==> config.mk <==
export PLATFORM = sky130hd
export DESIGN_NAME = f12ccr_ram
export DESIGN_NICKNAME = d
export VERILOG_FILES = /design/src/hdl/assert_macros.svh /design/src/hdl/f12ccr_ram.sv
export SDC_FILE = /design/constraint.sdc
export NUM_CORES = 2
export LEC_CHECK = 0
export ABC_AREA = 1
export BUFFER_PORTS_ARGS = -buffer_cell sky130_fd_sc_hd__buf_2
export CORE_ASPECT_RATIO = 0.7
export CORE_MARGIN = 1
export CORE_UTILIZATION = 50
export DETAILED_ROUTE_END_ITERATION = 12
export GPL_ROUTABILITY_DRIVEN = 0
export PLACE_DENSITY = 0.62
export SLEW_MARGIN = 20
export SYNTH_ARGS = -nofsm -noshare
export SYNTH_HDL_FRONTEND = slang
export SYNTH_SLANG_ARGS = --single-unit
==> constraint.sdc <==
create_clock -name clk -period 3.3 [get_ports clk]
set_input_delay 0.825 -clock clk [delete_from_list [all_inputs] [get_ports clk]]
set_output_delay 0.825 -clock clk [all_outputs]
set_load 0.05 [all_outputs]
==> src/hdl/assert_macros.svh <==
// assertion helpers, clocked on clk and disabled while rst_n is low
`ifndef ASSERT_MACROS_SVH
`define ASSERT_MACROS_SVH

`ifndef NO_ASSERTIONS

`define F12_ASSERT(lbl, prop, msg) \
  lbl: assert property (@(posedge clk) disable iff (!rst_n) (prop)) else $error(msg);

`define F12_ASSERT_NEXT(lbl, pre, post, msg) \
  lbl: assert property (@(posedge clk) disable iff (!rst_n) (pre) |=> (post)) else $error(msg);

`else

`define F12_ASSERT(lbl, prop, msg)

`define F12_ASSERT_NEXT(lbl, pre, post, msg)

`endif

`endif

==> src/hdl/f12ccr_ram.sv <==
`default_nettype none

module f12ccr_ram #(
  parameter int WIDTH = 8,
  parameter int DEPTH = 256
) (
  input  wire                                          clk,
  input  wire                                          en,
  input  wire                                          we,
  input  wire  [((DEPTH > 1) ? $clog2(DEPTH) : 1)-1:0] addr,
  input  wire  [WIDTH-1:0]                             wdata,
  output logic [WIDTH-1:0]                             rdata
);

  logic [WIDTH-1:0] mem_r [DEPTH];
  logic [WIDTH-1:0] rdata_r;

  always_ff @(posedge clk) begin
    if (en) begin
      if (we) begin
        mem_r[addr] <= wdata;
      end
      rdata_r <= mem_r[addr];
    end
  end

  assign rdata = rdata_r;

endmodule

`default_nettype wire

==> flow_metrics.env <==
export IMPL_relSlewSlack_pct=34.5
export IMPL_grt_use_total_pct=28.2
export IMPL_routedWlPerCell_um=23.2
export IMPL_hold_path_class="in -> reg"
export IMPL_power_uw=53500
export IMPL_ir_drop_v=0.000459
export IMPL_syn_area_per_cell_um2=10.9
export IMPL_area_growth_pct=14.2
export IMPL_fp_row_count=125
export IMPL_dpl_hpwl_um=147000
export IMPL_crit_top_cell="nand2_1"
export IMPL_final_net_count=8059
export IMPL_placed_cells=10100
export IMPL_maxCapViolCount=0
export IMPL_detail_route_antenna_nets=0
export IMPL_grt_ovfl_total=0
export IMPL_ys_warnings_count=0
export IMPL_h_tree_depth=4
export IMPL_rsz0062_at_grt="no"
export IMPL_routed_via_count=57900
export IMPL_path_clk_slew_ns=0.06
export IMPL_critPathMaxStageDelay_ns=0.58
export IMPL_synth_distinct_cells=16
export IMPL_grt_max_degree=130
export IMPL_power_density_nw_per_um2=553
export IMPL_cts_resized=0
export IMPL_crit_chain="buf_8 > inv_8 > nor2_4 > buf_12 > buf_12 > buf_4 > nand2_1 > nand4_1 > nand2_1 > nand2_1 > o21ai_1 > nand2_1 > nor2_1 > nor2_1 > nor2_1 > nand2_1"
export IMPL_crit_slowest_cell="nor2_1"
export IMPL_coreArea_um2=167000
export IMPL_fmax_mhz=334
export IMPL_grt_pass1_vias=54000
export IMPL_cts_tree="built"
export IMPL_crit_path_max_fanout=24
export IMPL_synth_area_um2=84700
export IMPL_p_leak_uw=0.0378
export IMPL_dr_pass1_iters=6
export IMPL_numPortBuffers=26
export IMPL_clock_power_share_pct=39.6
export IMPL_n_antenna_cell=0
export IMPL_drc_errors=0
export IMPL_yosysTopAreaCellShare_pct=72.9
export IMPL_clockRootBuffer="clkbuf_16"
export IMPL_cts_buffers=187
export IMPL_clk_path_buf_depth=3
export IMPL_layout_drive_gt1_share_pct=9.59
export IMPL_fin_skew_ns=0.0366
export IMPL_clock_sinks=2056
export IMPL_die_w_um=494
export IMPL_hold_viol=0
export IMPL_synthTopCellsByArea="edfxtp_1 (73%), nand2_1 (18%), nand3_1 (3.3%), nor2_1 (1.5%), clkbuf_1 (1.1%)"
export IMPL_fin_cells=10400
export IMPL_period_needed_ns=3.00
export IMPL_dieArea_um2=171000
export IMPL_die_h_um=346
export IMPL_final_area_um2=96800
export IMPL_finalSetupTns_ns=0
export IMPL_routed_via_density=5.57
export IMPL_tightest_slew_ns=0.979
export IMPL_outcome="finished clean"
export IMPL_drt_iter0_markers=7434
export IMPL_grt_pass1_wl_um=358000
export IMPL_syn_inst=7798
export IMPL_swShare_pct=22.7
export IMPL_required_ns=3.84
export IMPL_syn_nets=7817
export IMPL_final_util_pct=57.9
export IMPL_cts_setup_buffers=0
export IMPL_synth_seq_cells=2056
export IMPL_cp_end_kind="register"
export IMPL_p_seq_share_pct=53.8
export IMPL_power_frac_comb_pct=6.5
export IMPL_final_max_slew_violation_count=0
export IMPL_setup_viol=0
export IMPL_p_int_uw=41400
export IMPL_grt_antenna_before_repair=6
export IMPL_initial_core_util_pct=50.7
export IMPL_synth_seq_area_share_pct=72.9
export IMPL_startpoint_type="primary input"
export IMPL_cp_arrival_ns=3.54
export IMPL_pin_count=27
export IMPL_dpl_cell_area_um2=91000
export IMPL_fillers=13700
export IMPL_synth_top_cell_by_area="edfxtp_1"
export IMPL_setup_worst_path_class="in -> reg"
export IMPL_clock_latency_ns=0.83
export IMPL_totalWireLength_um=241000
export IMPL_cts_hold_buf=0
export IMPL_switchingPower_uw=12100
export IMPL_fin_crit_sh_pct=90.8
[cell families after synthesis]
| logic type | synth area share (%) |
|---|---|
| AOI/OAI and AO/OA | 0.756 |
| DFF | 72.9 |
| buffers and inverters | 2.36 |
| and+or+nand+nor | 24.0 |
[worst max-delay path, delay by kind of cell]
kind                   cells  cell delay [ns]
AO/OA/AOI/OAI              1             0.36
buffers and inverters      5             0.90
AND/OR/NAND/NOR           10             1.40
[flip-flops by register name, indices dropped and copies added (netlist names)]
register  cells
rdata         8
mem_r      2048
[layout by cell type (no fill, tap or decap), drive strengths merged]
cell and n:
nor3 2, clkinvlp 2, nand3 564, nand2 4102, bufinv 12, buf 509, inv 18, nor2 344
clkbuf 236, o21ai 128, clkinv 79, edfxtp 2056, nand4 132
[cell usage after synthesis (all sizes together)]
master,count
o21ai,128
buf,207
nor3,2
edfxtp,2056
clkinv,2
clkbuf,249
nand3,564
nor2,344
inv,12
nand4,132
nand2,4102
[routing by layer]
metal	up-vias	wire length, um	track usage [%]
li1	26700	-	-
met4	2	5980	7.63
met1	28000	107000	43.7
met3	370	24500	5.48
met2	2863	104000	40.5
met5	-	7	0
[metrics by stage]
step | setup WS (ns) | hold WS (ns)
6_report | 0.304 | 0.385
5_1_grt | 0.246 | 0.359
4_1_cts | 0.462 | 0.328
3_5_place_dp | -0.420 | 0.962
3_3_place_gp | -0.424 | 0.967
2_1_floorplan | 0.479 | 0.858
[power groups by stage]
stage | registers (uW) | clock network [uW] | logic [uW]
2_1_floorplan | 29400 | 0 | 1650
3_3_place_gp | 29300 | 0 | 3430
3_5_place_dp | 29300 | 0 | 3440
4_1_cts | 28800 | 21400 | 3460
5_1_grt | 28800 | 22300 | 3770
6_report | 28800 | 21200 | 3500
[area by class of cell]
class | instances | area (um2) | share of cell area, %
sequential | 2056 | 61700 | 63.8
multi-input combinational | 5272 | 21100 | 21.8
timing repair buffer | 509 | 5280 | 5.46
clock buffer | 236 | 5030 | 5.20
tap | 2222 | 2780 | 2.87
clock inverter | 97 | 782 | 0.808
inverter | 14 | 72.6 | 0.0750
[worst paths after layout]
| path | from | to | slack [ns] | cells after the start |
|---|---|---|---|---|
| max | addr[1] | rdata[5] | 0.30 | 16 |
| min | wdata[3] | mem_r[184][3] | 0.39 | 1 |
| max reg2reg | mem_r[204][1] | rdata[1] | 0.77 | 12 |
| min reg2reg | mem_r[110][2] | rdata[2] | 0.97 | 10 |
No activity file was read; power rests on OpenSTA's default activity.
